===== src/hw/rtl/position_weighted_string_hash_core_assert.svh =====
// Assertion macros shared by the string hash RTL.
`ifndef POSITION_WEIGHTED_STRING_HASH_CORE_ASSERT_SVH
`define POSITION_WEIGHTED_STRING_HASH_CORE_ASSERT_SVH
`ifndef ASSERT_OFF
`define PWSH_ASSERT(lbl, prop, msg) \
  lbl: assert property (@(posedge clk) disable iff (!rst_n) (prop)) else $error(msg);
`define PWSH_ASSERT_NEXT(lbl, ante, cons, msg) \
  lbl: assert property (@(posedge clk) disable iff (!rst_n) (ante) |=> (cons)) else $error(msg);
`else
`define PWSH_ASSERT(lbl, prop, msg)
`define PWSH_ASSERT_NEXT(lbl, ante, cons, msg)
`endif
`endif


===== src/hw/rtl/pwsh_pkg.sv =====
// Types and constants shared by the string hash modules.
`default_nettype none
package pwsh_pkg;

  localparam int unsigned DataW = 32;
  localparam int unsigned SumW  = 64;
  localparam int unsigned CharW = 8;

  localparam logic [DataW-1:0] MAGIC_RESET   = 32'd47;
  localparam logic [DataW-1:0] BUCKETS_RESET = 32'd1024;

  // Configuration register indexes.
  localparam logic CFG_HASH_MAGIC   = 1'b0;
  localparam logic CFG_BUCKET_COUNT = 1'b1;

  typedef enum logic [2:0] {
    ST_IDLE,
    ST_MUL,
    ST_ADD,
    ST_LOAD,
    ST_DIV,
    ST_OUT
  } pwsh_state_t;

  typedef struct packed {
    logic mul_en;
    logic acc_en;
    logic clear;
  } pwsh_acc_ctl_t;

  typedef struct packed {
    logic busy;
    logic done;
  } pwsh_div_sts_t;

endpackage
`default_nettype wire


===== src/hw/rtl/position_weighted_string_hash_core.sv =====
// Top level of the position-weighted string hash: sequencer, registers and ports.
//
// Channel  Dir  Fields (low bit first)
// in_      in   tdata: char_byte[7:0]; tuser: has_char; tlast: last_char
// out_     out  tdata: bucket[31:0]
// cfg_     in   index 0 hash_magic, index 1 bucket_count, wdata 32 bits
//
// A byte that does not end a string passes through the latch, multiply and accumulate steps.
// A byte that ends a string then goes on through a load step, 64 remainder steps,
// a step to see the remainder done and a step to write the output register.
// The result waits in the output register; new bytes are taken while it waits,
// but the next finished remainder holds until out_tready frees that register.
// Reset is synchronous and active low; it restores hash_magic 47, bucket_count 1024.
`default_nettype none
`include "position_weighted_string_hash_core_assert.svh"
module position_weighted_string_hash_core
  import pwsh_pkg::*;
(
  input  wire logic              clk,
  input  wire logic              rst_n,
  input  wire logic              in_tvalid,
  output logic                   in_tready,
  input  wire logic [7:0]        in_tdata,   // char_byte[7:0]
  input  wire logic              in_tuser,   // has_char
  input  wire logic              in_tlast,
  output logic                   out_tvalid,
  input  wire logic              out_tready,
  output logic      [31:0]       out_tdata,  // bucket[31:0]
  input  wire logic              cfg_we,
  input  wire logic              cfg_index,
  input  wire logic [31:0]       cfg_wdata
);

  pwsh_state_t       state_r, state_nxt;
  logic [DataW-1:0]  magic_r, buckets_r;
  logic [CharW-1:0]  char_r;
  logic              has_r, last_r;
  logic              out_valid_r, out_valid_nxt;
  logic [DataW-1:0]  out_data_r;
  logic              in_accept;
  logic              out_load;
  logic              div_start;
  pwsh_acc_ctl_t     acc_ctl;
  pwsh_div_sts_t     div_sts;
  logic [SumW-1:0]   acc_sum;
  logic [DataW-1:0]  div_rem;

  pwsh_accum u_accum (
    .clk        (clk),
    .rst_n      (rst_n),
    .ctl        (acc_ctl),
    .char_byte  (char_r),
    .hash_magic (magic_r),
    .sum        (acc_sum)
  );

  pwsh_mod_unit u_mod (
    .clk       (clk),
    .rst_n     (rst_n),
    .start     (div_start),
    .dividend  (acc_sum),
    .divisor   (buckets_r),
    .sts       (div_sts),
    .remainder (div_rem)
  );

  assign in_accept = in_tvalid && in_tready;

  always_comb begin
    state_nxt      = state_r;
    in_tready      = 1'b0;
    acc_ctl        = '0;
    div_start      = 1'b0;
    out_load       = 1'b0;
    case (state_r)
      ST_IDLE: begin
        in_tready = 1'b1;
        if (in_tvalid) begin
          state_nxt = ST_MUL;
        end
      end
      ST_MUL: begin
        acc_ctl.mul_en = 1'b1;
        state_nxt      = ST_ADD;
      end
      ST_ADD: begin
        acc_ctl.acc_en = has_r;
        state_nxt      = last_r ? ST_LOAD : ST_IDLE;
      end
      ST_LOAD: begin
        div_start = 1'b1;
        state_nxt = ST_DIV;
      end
      ST_DIV: begin
        if (div_sts.done) begin
          state_nxt = ST_OUT;
        end
      end
      ST_OUT: begin
        if (!out_valid_r || out_tready) begin
          out_load      = 1'b1;
          acc_ctl.clear = 1'b1;
          state_nxt     = ST_IDLE;
        end
      end
      default: begin
        state_nxt = ST_IDLE;
      end
    endcase
  end

  always_ff @(posedge clk) begin
    if (!rst_n) begin
      state_r <= ST_IDLE;
    end else begin
      state_r <= state_nxt;
    end
  end

  always_ff @(posedge clk) begin
    if (!rst_n) begin
      magic_r   <= MAGIC_RESET;
      buckets_r <= BUCKETS_RESET;
    end else if (cfg_we) begin
      case (cfg_index)
        CFG_HASH_MAGIC:   magic_r   <= cfg_wdata;
        CFG_BUCKET_COUNT: buckets_r <= cfg_wdata;
        default: begin
        end
      endcase
    end
  end

  always_ff @(posedge clk) begin
    if (!rst_n) begin
      has_r  <= 1'b0;
      last_r <= 1'b0;
    end else if (in_accept) begin
      has_r  <= in_tuser;
      last_r <= in_tlast;
    end
  end

  always_ff @(posedge clk) begin
    if (in_accept) begin
      char_r <= in_tdata;
    end
  end

  always_comb begin
    out_valid_nxt = out_valid_r && !out_tready;
    if (out_load) begin
      out_valid_nxt = 1'b1;
    end
  end

  always_ff @(posedge clk) begin
    if (!rst_n) begin
      out_valid_r <= 1'b0;
    end else begin
      out_valid_r <= out_valid_nxt;
    end
  end

  // A zero bucket count reports bucket 0.
  always_ff @(posedge clk) begin
    if (out_load) begin
      out_data_r <= (buckets_r == '0) ? '0 : div_rem;
    end
  end

  assign out_tvalid = out_valid_r;
  assign out_tdata  = out_data_r;

  `PWSH_ASSERT(a_out_source, $rose(out_valid_r) |-> $past(state_r == ST_OUT), "stray result word")
  `PWSH_ASSERT_NEXT(a_clear_sum, out_load, acc_sum == '0, "running sum not cleared after a result")
  `PWSH_ASSERT_NEXT(a_accept_mul, in_accept, state_r == ST_MUL, "accepted word skipped the multiply")
  `PWSH_ASSERT(a_div_busy, (state_r == ST_DIV && !div_sts.done) |-> div_sts.busy, "remainder unit idle")

endmodule
`default_nettype wire


===== src/hw/rtl/pwsh_accum.sv =====
// Weighted byte product and 64-bit running sum with the character position.
`default_nettype none
module pwsh_accum
  import pwsh_pkg::*;
(
  input  wire logic                 clk,
  input  wire logic                 rst_n,
  input  wire pwsh_acc_ctl_t        ctl,
  input  wire logic [CharW-1:0]     char_byte,
  input  wire logic [DataW-1:0]     hash_magic,
  output logic      [SumW-1:0]      sum
);

  logic [DataW-1:0] pos_r, pos_nxt;
  logic [SumW-1:0]  sum_r, sum_nxt;
  logic [DataW-1:0] prod_r;
  logic [DataW-1:0] weight;
  logic [DataW-1:0] byte_ext;

  assign weight   = pos_r + hash_magic;
  assign byte_ext = {{(DataW-CharW){char_byte[CharW-1]}}, char_byte};

  // Low 32 bits of the product are the same for signed and unsigned operands.
  always_ff @(posedge clk) begin
    if (ctl.mul_en) begin
      prod_r <= weight * byte_ext;
    end
  end

  always_comb begin
    pos_nxt = pos_r;
    sum_nxt = sum_r;
    if (ctl.clear) begin
      pos_nxt = '0;
      sum_nxt = '0;
    end else if (ctl.acc_en) begin
      pos_nxt = pos_r + 32'd1;
      sum_nxt = sum_r + {{(SumW-DataW){1'b0}}, prod_r};
    end
  end

  always_ff @(posedge clk) begin
    if (!rst_n) begin
      pos_r <= '0;
      sum_r <= '0;
    end else begin
      pos_r <= pos_nxt;
      sum_r <= sum_nxt;
    end
  end

  assign sum = sum_r;

endmodule
`default_nettype wire


===== src/hw/rtl/pwsh_mod_unit.sv =====
// Bit-serial restoring remainder unit: 64-bit dividend modulo 32-bit divisor.
`default_nettype none
`include "position_weighted_string_hash_core_assert.svh"
module pwsh_mod_unit
  import pwsh_pkg::*;
(
  input  wire logic              clk,
  input  wire logic              rst_n,
  input  wire logic              start,
  input  wire logic [SumW-1:0]   dividend,
  input  wire logic [DataW-1:0]  divisor,
  output pwsh_div_sts_t          sts,
  output logic      [DataW-1:0]  remainder
);

  localparam int unsigned CntW = $clog2(SumW);

  logic              busy_r, busy_nxt;
  logic              done_r, done_nxt;
  logic [CntW-1:0]   cnt_r, cnt_nxt;
  logic [SumW-1:0]   dvd_r, dvd_nxt;
  logic [DataW-1:0]  rem_r, rem_nxt;
  logic [DataW:0]    trial;
  logic [DataW:0]    diff;
  logic              ge;

  // One quotient bit per cycle; only the partial remainder is kept.
  assign trial = {rem_r, dvd_r[SumW-1]};
  assign diff  = trial - {1'b0, divisor};
  assign ge    = trial >= {1'b0, divisor};

  always_comb begin
    busy_nxt = busy_r;
    done_nxt = 1'b0;
    cnt_nxt  = cnt_r;
    dvd_nxt  = dvd_r;
    rem_nxt  = rem_r;
    if (start) begin
      busy_nxt = 1'b1;
      cnt_nxt  = '0;
      dvd_nxt  = dividend;
      rem_nxt  = '0;
    end else if (busy_r) begin
      rem_nxt = ge ? diff[DataW-1:0] : trial[DataW-1:0];
      dvd_nxt = {dvd_r[SumW-2:0], 1'b0};
      cnt_nxt = cnt_r + 1'b1;
      if (cnt_r == CntW'(SumW - 1)) begin
        busy_nxt = 1'b0;
        done_nxt = 1'b1;
      end
    end
  end

  always_ff @(posedge clk) begin
    if (!rst_n) begin
      busy_r <= 1'b0;
      done_r <= 1'b0;
      cnt_r  <= '0;
    end else begin
      busy_r <= busy_nxt;
      done_r <= done_nxt;
      cnt_r  <= cnt_nxt;
    end
  end

  always_ff @(posedge clk) begin
    dvd_r <= dvd_nxt;
    rem_r <= rem_nxt;
  end

  assign sts.busy  = busy_r;
  assign sts.done  = done_r;
  assign remainder = rem_r;

  `PWSH_ASSERT_NEXT(a_start_busy, start, busy_r, "remainder unit did not start")
  `PWSH_ASSERT(a_done_idle, done_r |-> !busy_r, "done raised while still busy")
  `PWSH_ASSERT(a_rem_range, (done_r && divisor != '0) |-> (rem_r < divisor), "remainder too large")

endmodule
`default_nettype wire


===== config.mk =====
export PLATFORM = sky130hd
export DESIGN_NAME = position_weighted_string_hash_core
export DESIGN_NICKNAME = d
export VERILOG_FILES = /design/src/hw/rtl/pwsh_pkg.sv /design/src/hw/rtl/position_weighted_string_hash_core.sv /design/src/hw/rtl/pwsh_accum.sv /design/src/hw/rtl/pwsh_mod_unit.sv
export VERILOG_INCLUDE_DIRS = /design/src /design/src/hw/rtl
export SDC_FILE = /design/constraint.sdc
export NUM_CORES = 1
export LEC_CHECK = 0
export ABC_AREA = 1
export BUFFER_PORTS_ARGS = -buffer_cell sky130_fd_sc_hd__buf_2
export CORE_MARGIN = 4
export CORE_UTILIZATION = 65
export CTS_BUF_LIST = sky130_fd_sc_hd__clkbuf_8
export DETAILED_ROUTE_END_ITERATION = 8
export PLACE_DENSITY_LB_ADDON = 0.2
export SETUP_SLACK_MARGIN = 0.02
export SYNTH_ARGS = -nofsm -noshare
export SYNTH_HDL_FRONTEND = slang
export SYNTH_SLANG_ARGS = --single-unit

===== constraint.sdc =====
create_clock -name clk -period 10.9 [get_ports clk]
set_input_delay 3.27 -clock clk [delete_from_list [all_inputs] [get_ports clk]]
set_output_delay 3.27 -clock clk [all_outputs]
set_load 0.02 [all_outputs]

==> results.sh, run 1 <==
export IMPL_post_route_util_pct=71.72
export IMPL_synth_most_common_cell="inv_1"
export IMPL_dieWidth_um=207.3
export IMPL_grt_pass1_vias=22270
export IMPL_min_period_ns=6.738
export IMPL_synth_largest_area_cell="dfxtp_1"
export IMPL_period_share_pct=61.82
export IMPL_end_kind="register"
export IMPL_synth_simple_gate_area_share_pct=20.78
export IMPL_regToRegSetupSlack_ns=4.16
export IMPL_yosys_area_top_type_share_pct=15.98
export IMPL_grt_first_pass_wirelength_um=111000
export IMPL_netlist_top_cells_area="dfxtp_1 16%, edfxtp_1 16%, fa_1 12%"
export IMPL_synthCells=3386
export IMPL_drt_iter0_drc=2046
export IMPL_dpl_hpwl_um=53100
export IMPL_finalClockSkew_ns=0.01817
export IMPL_min_path_type="reg -> reg"
export IMPL_rsz0062_at_grt="no"
export IMPL_status="finished clean"
export IMPL_grt_util_met1_pct=40.95
export IMPL_synth_compound_area_share_pct=12.86
export IMPL_num_fill_cells=3226
export IMPL_area_growth_pct=8.133
export IMPL_drt_wirelength_per_cell_um=17.05
export IMPL_overflow=0
export IMPL_avgSynthCellArea_um2=7.624
export IMPL_antenna_found_initial=4
export IMPL_cts_hold_buf=0
export IMPL_ant_nets=0
export IMPL_max_freq_mhz=148.4
export IMPL_drive_above_1_share_pct=6.777
export IMPL_port_buffers=81
export IMPL_synth_fa_ha_area_share_pct=20.31
export IMPL_ys_top_cells_by_count="607 x inv_1, 585 x nand2_1, 463 x nor2_1"
export IMPL_synth_seq_area_share_pct=31.80
export IMPL_dpl_cell_area_mm2=0.02667
export IMPL_grtUsageMet3_pct=5.320
export IMPL_wirelength_um=68500
export IMPL_cap_violations=0
export IMPL_synth_top_family_by_area="simple AND/OR/NAND/NOR gates"
export IMPL_yosysUniqueCellTypes=52
export IMPL_max_slew_margin_pct=19.54
export IMPL_tightest_slew_ns=1.203
export IMPL_placed_cells=3911
export IMPL_via_per_inst=5.654
export IMPL_cts_htree_levels=2
export IMPL_die_h_um=207.3
export IMPL_grt_usage_pct=31.09
export IMPL_yosysWarnings=0
export IMPL_grt_max_degree=120
export IMPL_critPathArrivalTime_ns=7.13
export IMPL_synth_edf_count=136
export IMPL_maxSlewViolCount=0
export IMPL_setup_viol=0
export IMPL_hold_worst_slack_ns=0.4736
export IMPL_ys_async_sr_fraction_pct=0
export IMPL_cts_sinks=342
export IMPL_cts_tree="built"
export IMPL_ir_drop_uv=238.7
export IMPL_clk_latency_ns=0.64
export IMPL_cts_buffers=56
export IMPL_gp_congestion=0.9617
export IMPL_synthFlopType="dfxtp_1"
export IMPL_cts_resized_gates=0
export IMPL_start_util_pct=66.33
export IMPL_grt_busiest_layer="met2"
export IMPL_path_max_fanout=6
export IMPL_first_pass_iters=7
export IMPL_met2_usage_pct=51.94
export IMPL_syn_nets=3757
export IMPL_leakagePower_nw=13.24
export IMPL_detailroute_via_count=22710
export IMPL_required_ns=11.29
export IMPL_rows=72
export IMPL_final_nets=3822
export IMPL_hold_viol_final=0
export IMPL_dieArea_mm2=0.04297
export IMPL_stdcell_area_mm2=0.02791
export IMPL_setup_tns_ns=0
export IMPL_crit_type="reg -> reg"
export IMPL_cts_setup_buffers=0
export IMPL_core_mm2=0.03892
export IMPL_crit_path_max_incr_delay_ns=0.55
export IMPL_syn_area_mm2=0.02581
export IMPL_ys_ff_latch=342
export IMPL_cts_buffer_depth=3
export IMPL_cp_start_kind="register"
export IMPL_synth_xor_area_share_pct=3.902
export IMPL_slowest_stage="fa_1"
export IMPL_drc=0
export IMPL_path_clk_slew_ns=0.06
export IMPL_io_pins=82
export IMPL_root_buffer="clkbuf_8"
export IMPL_layout_cells_non_filler=4017
export IMPL_synthMuxAreaShare_pct=0
export IMPL_power_density_mw_per_mm2=257.3
-- cell families (layout without fill, tap and decap cells) --
group / after synthesis / in the layout
xor gates and xnor gates: 115 / 115
AOI/OAI and AO/OA: 603 / 603
and+or+nand+nor: 1296 / 1296
DFF: 342 / 342
other: 0 / 2
buffers and inverters: 707 / 818
adders and majority gates: 323 / 323
-- stage by stage --
| stage | setup slack (ns) | power [mW] |
|---|---|---|
| floorplan | 4.777 | 4.928 |
| global placement | 4.400 | 5.767 |
| detailed placement | 4.261 | 5.914 |
| CTS | 4.220 | 7.151 |
| global route | 3.766 | 7.802 |
| finish | 4.162 | 7.181 |
-- layout make-up --
| type | instances | area (µm²) | share of cell area [%] |
|---|---|---|---|
| Antenna cell | 2 | 5.005 | 0.01793 |
| Clock buffer | 72 | 991.0 | 3.550 |
| Clock inverter | 32 | 247.7 | 0.8875 |
| Inverter | 617 | 2318 | 8.306 |
| Multi-Input combinational cell | 2337 | 14970 | 53.63 |
| Sequential cell | 342 | 8208 | 29.41 |
| Tap cell | 518 | 648.1 | 2.322 |
| Timing Repair Buffer | 97 | 525.5 | 1.883 |
-- cells in the final DEF, fill, tap and decap left out, drive strengths merged, types with 2 or more instances in the layout --
cell / synthesis / routed
a221oi: 3 / 3
o21ai: 264 / 264
ha: 163 / 163
dfxtp: 206 / 206
o21bai: 17 / 17
o211ai: 12 / 12
nand3b: 4 / 4
nand4: 19 / 19
o221ai: 5 / 5
a31oi: 19 / 19
diode: 0 / 2
nor3b: 4 / 4
edfxtp: 136 / 136
nand2: 590 / 590
bufinv: 0 / 4
a21oi: 238 / 238
nand3: 121 / 121
xor2: 71 / 71
or2: 4 / 4
and3: 3 / 3
nor4: 28 / 28
clkbuf: 81 / 72
buf: 9 / 97
inv: 617 / 634
fa: 160 / 160
clkinv: 0 / 10
a21boi: 7 / 7
a311oi: 2 / 2
a21o: 10 / 10
o21a: 15 / 15
nor3: 56 / 56
nor2: 466 / 466
xnor2: 44 / 44
o22ai: 5 / 5
-- power breakdown --
group / internal (mW) / total (mW) / switching [mW]
sequential: 1.74 / 1.89 / 0.145
clock: 0.688 / 1.22 / 0.533
combinational: 1.46 / 4.07 / 2.62
total: 3.88 / 7.18 / 3.30
-- path summary, 6_finish.rpt --
| check | startpoint | cells after the start | end |
|---|---|---|---|
| worst max-delay path | u_accum.pos_r[0] | 29 | u_accum.prod_r[29] |
| worst min-delay path | u_mod.remainder[28] | 2 | u_mod.remainder[28] |
| worst max register to register | u_accum.pos_r[0] | 29 | u_accum.prod_r[29] |
| worst min register to register | u_mod.remainder[28] | 2 | u_mod.remainder[28] |
-- state kept, by name (all words and copies together) (netlist names), 3 cells and up --
name             count
u_accum.prod_r      32
u_mod.dvd_r         64
char_r               8
u_mod.cnt_r          6
u_accum.pos_r       32
magic_r             32
out_tdata           32
u_accum.sum         64
state_r              3
u_mod.remainder     32
buckets_r           32
-- routing by layer --
metal | vias to the layer above | part of all wire (%)
li1 | 10960 | -
met4 | 2 | 3.8
met1 | 10710 | 42
met3 | 169 | 7.4
met2 | 867 | 47
met5 | - | 0.025
-- critical path: cells and delay by family (launching register included) --
family          cells  cell delay (ns)
flops               1             0.36
buf+inv             6             0.64
xor+xnor            1             0.49
compound gates      5             1.06
fa+ha+maj           7             3.04
simple gates       10             0.91
Note: power is estimated with default switching activity, not from simulation.
==> run 2: changes to the inputs <==
- clock period: 10.9 -> 6.98 ns (I/O delays scaled with it)
==> run 2 against run 1 <==
Against the previous run:
- count of clock-buffer cells in the layout down 4
- critical path depth rose by 3
- power grew 55%
- largest cell class unchanged
- sequential cell count did not move
- largest power group unchanged
- design area up 0.26%
- global-route usage shrank 0.53 points
- via count decreased by 1.2%
- worst hold slack worse by 0.010 ns
- highest routed layer is now met4
- clock power is 52% higher
==> results.sh, run 2 (same netlist as run 1, synthesis figures left out) <==
export IMPL_min_path_type="reg -> reg"
export IMPL_antenna_found_initial=6
export IMPL_rsz0062_at_grt="no"
export IMPL_cts_setup_buffers=0
export IMPL_drive_above_1_share_pct=7.208
export IMPL_maxSlewViolCount=0
export IMPL_ant_nets=0
export IMPL_crit_type="reg -> reg"
export IMPL_regToRegSetupSlack_ns=0.45
export IMPL_clk_latency_ns=0.66
export IMPL_cpMostUsedCell="nand2_1"
export IMPL_critPathArrivalTime_ns=6.90
export IMPL_path_max_fanout=7
export IMPL_first_pass_iters=5
export IMPL_ir_drop_uv=436.6
export IMPL_drt_iter0_drc=1834
export IMPL_dpl_hpwl_um=52590
export IMPL_ff2ff_path_depth=32
export IMPL_dieArea_mm2=0.04297
export IMPL_grt_usage_pct=30.57
export IMPL_hold_viol_final=0
export IMPL_layout_cells_non_filler=4033
export IMPL_end_kind="register"
export IMPL_root_buffer="clkbuf_8"
export IMPL_port_buffers=81
export IMPL_overflow=0
export IMPL_finalClockSkew_ns=0.04616
export IMPL_worstHoldStart="u_accum.sum[47]"
export IMPL_final_nets=3834
export IMPL_placed_cells=3923
export IMPL_leakagePower_nw=13.28
export IMPL_io_pins=82
export IMPL_cts_buffer_depth=3
export IMPL_setup_viol=0
export IMPL_crit_family="adder cells"
export IMPL_grt_first_pass_wirelength_um=109300
export IMPL_area_growth_pct=8.419
export IMPL_path_buf_inv=5
export IMPL_die_h_um=207.3
export IMPL_drt_wirelength_per_cell_um=16.62
export IMPL_layout_common_cells="623 x inv_1, 585 x nand2_1, 460 x nor2_1, 252 x o21ai_0, 230 x a21oi_1"
export IMPL_hold_path_endpoint="u_accum.sum[47]"
export IMPL_dpl_cell_area_mm2=0.02676
export IMPL_cap_violations=0
export IMPL_r2r_start="u_accum.pos_r[0]"
export IMPL_start_util_pct=66.33
export IMPL_drc=0
export IMPL_status="finished clean"
export IMPL_wirelength_um=67030
export IMPL_path_clk_slew_ns=0.06
export IMPL_reg2reg_to="u_accum.prod_r[30]"
export IMPL_required_ns=7.35
export IMPL_cp_start_kind="register"
export IMPL_min_period_ns=6.526
export IMPL_setup_tns_ns=0
export IMPL_cts_hold_buf=0
export IMPL_slowest_stage="fa_1"
export IMPL_cts_resized_gates=0
export IMPL_grt_max_degree=81
export IMPL_cts_tree="built"
export IMPL_tightest_slew_ns=1.204
export IMPL_via_per_inst=5.565
export IMPL_crit_path_max_incr_delay_ns=0.54
export IMPL_cts_sinks=342
export IMPL_cts_buffers=56
export IMPL_gp_congestion=0.9781
export IMPL_hold_depth=1
export IMPL_max_freq_mhz=153.2
export IMPL_period_share_pct=93.49
export IMPL_core_mm2=0.03892
export IMPL_pre_cts_ws_ns=0.3711
export IMPL_setup_ws_ns=0.4541
export IMPL_rows=72
export IMPL_grt_pass1_vias=21910
export IMPL_dieWidth_um=207.3
export IMPL_detailroute_via_count=22450
export IMPL_final_common_cell="inv_1"
export IMPL_power_density_mw_per_mm2=396.7
export IMPL_cts_htree_levels=2
export IMPL_stdcell_area_mm2=0.02799
export IMPL_max_slew_margin_pct=19.43
run 2: cell count changes in the layout (fill, tap and decap cells not counted), moves of 2 or more:
cell,previous run,this run
buf_4,16,28
clkbuf_8,72,68
clkinvlp_4,1,3
diode_2,2,5
run 2: worst max-delay path by stage:
stage	slack, ns	endpoint	start	cells after the start
finish	0.45	u_accum.prod_r[30]	u_accum.pos_r[0]	32
global route	0.04	u_accum.prod_r[31]	u_accum.pos_r[0]	34
CTS	0.33	u_accum.prod_r[30]	magic_r[2]	27
detailed placement	0.37	u_accum.prod_r[30]	magic_r[2]	27
global placement	0.50	u_accum.prod_r[30]	magic_r[2]	27
floorplan	1.23	u_accum.prod_r[29]	u_accum.pos_r[0]	33
run 2: area by class of cell:
type	instances	area [µm²]
inverter	617	2318
fill	3142	10930
antenna	5	12.51
tap	518	648.1
clock buffer	68	935.9
clock inverter	37	261.5
timing repair buffer	109	615.6
multi-input combinational	2337	14990
sequential	342	8208
run 2: per-stage QoR:
stage | util (%) | power [mW] | hold slack [ns]
after floorplan | - | 7.696 | 0.4223
after global placement | 68.76 | 9.018 | 0.4332
after detailed placement | 68.76 | 9.202 | 0.4530
after CTS | 71.84 | 11.08 | 0.4646
after global routing | 71.91 | 12.14 | 0.4865
final | 71.91 | 11.10 | 0.4633
run 2: per-layer routing:
metal	GRT usage [%]	routed length (µm)
met1	41.78	28960
met2	49.81	30610
met3	4.624	5002
met4	11.40	2457
met5	0	0
run 2: power breakdown:
part / internal, mW / switching, mW / total (mW)
logic: 2.29 / 4.04 / 6.33
registers: 2.72 / 0.206 / 2.92
clock network: 1.00 / 0.844 / 1.85
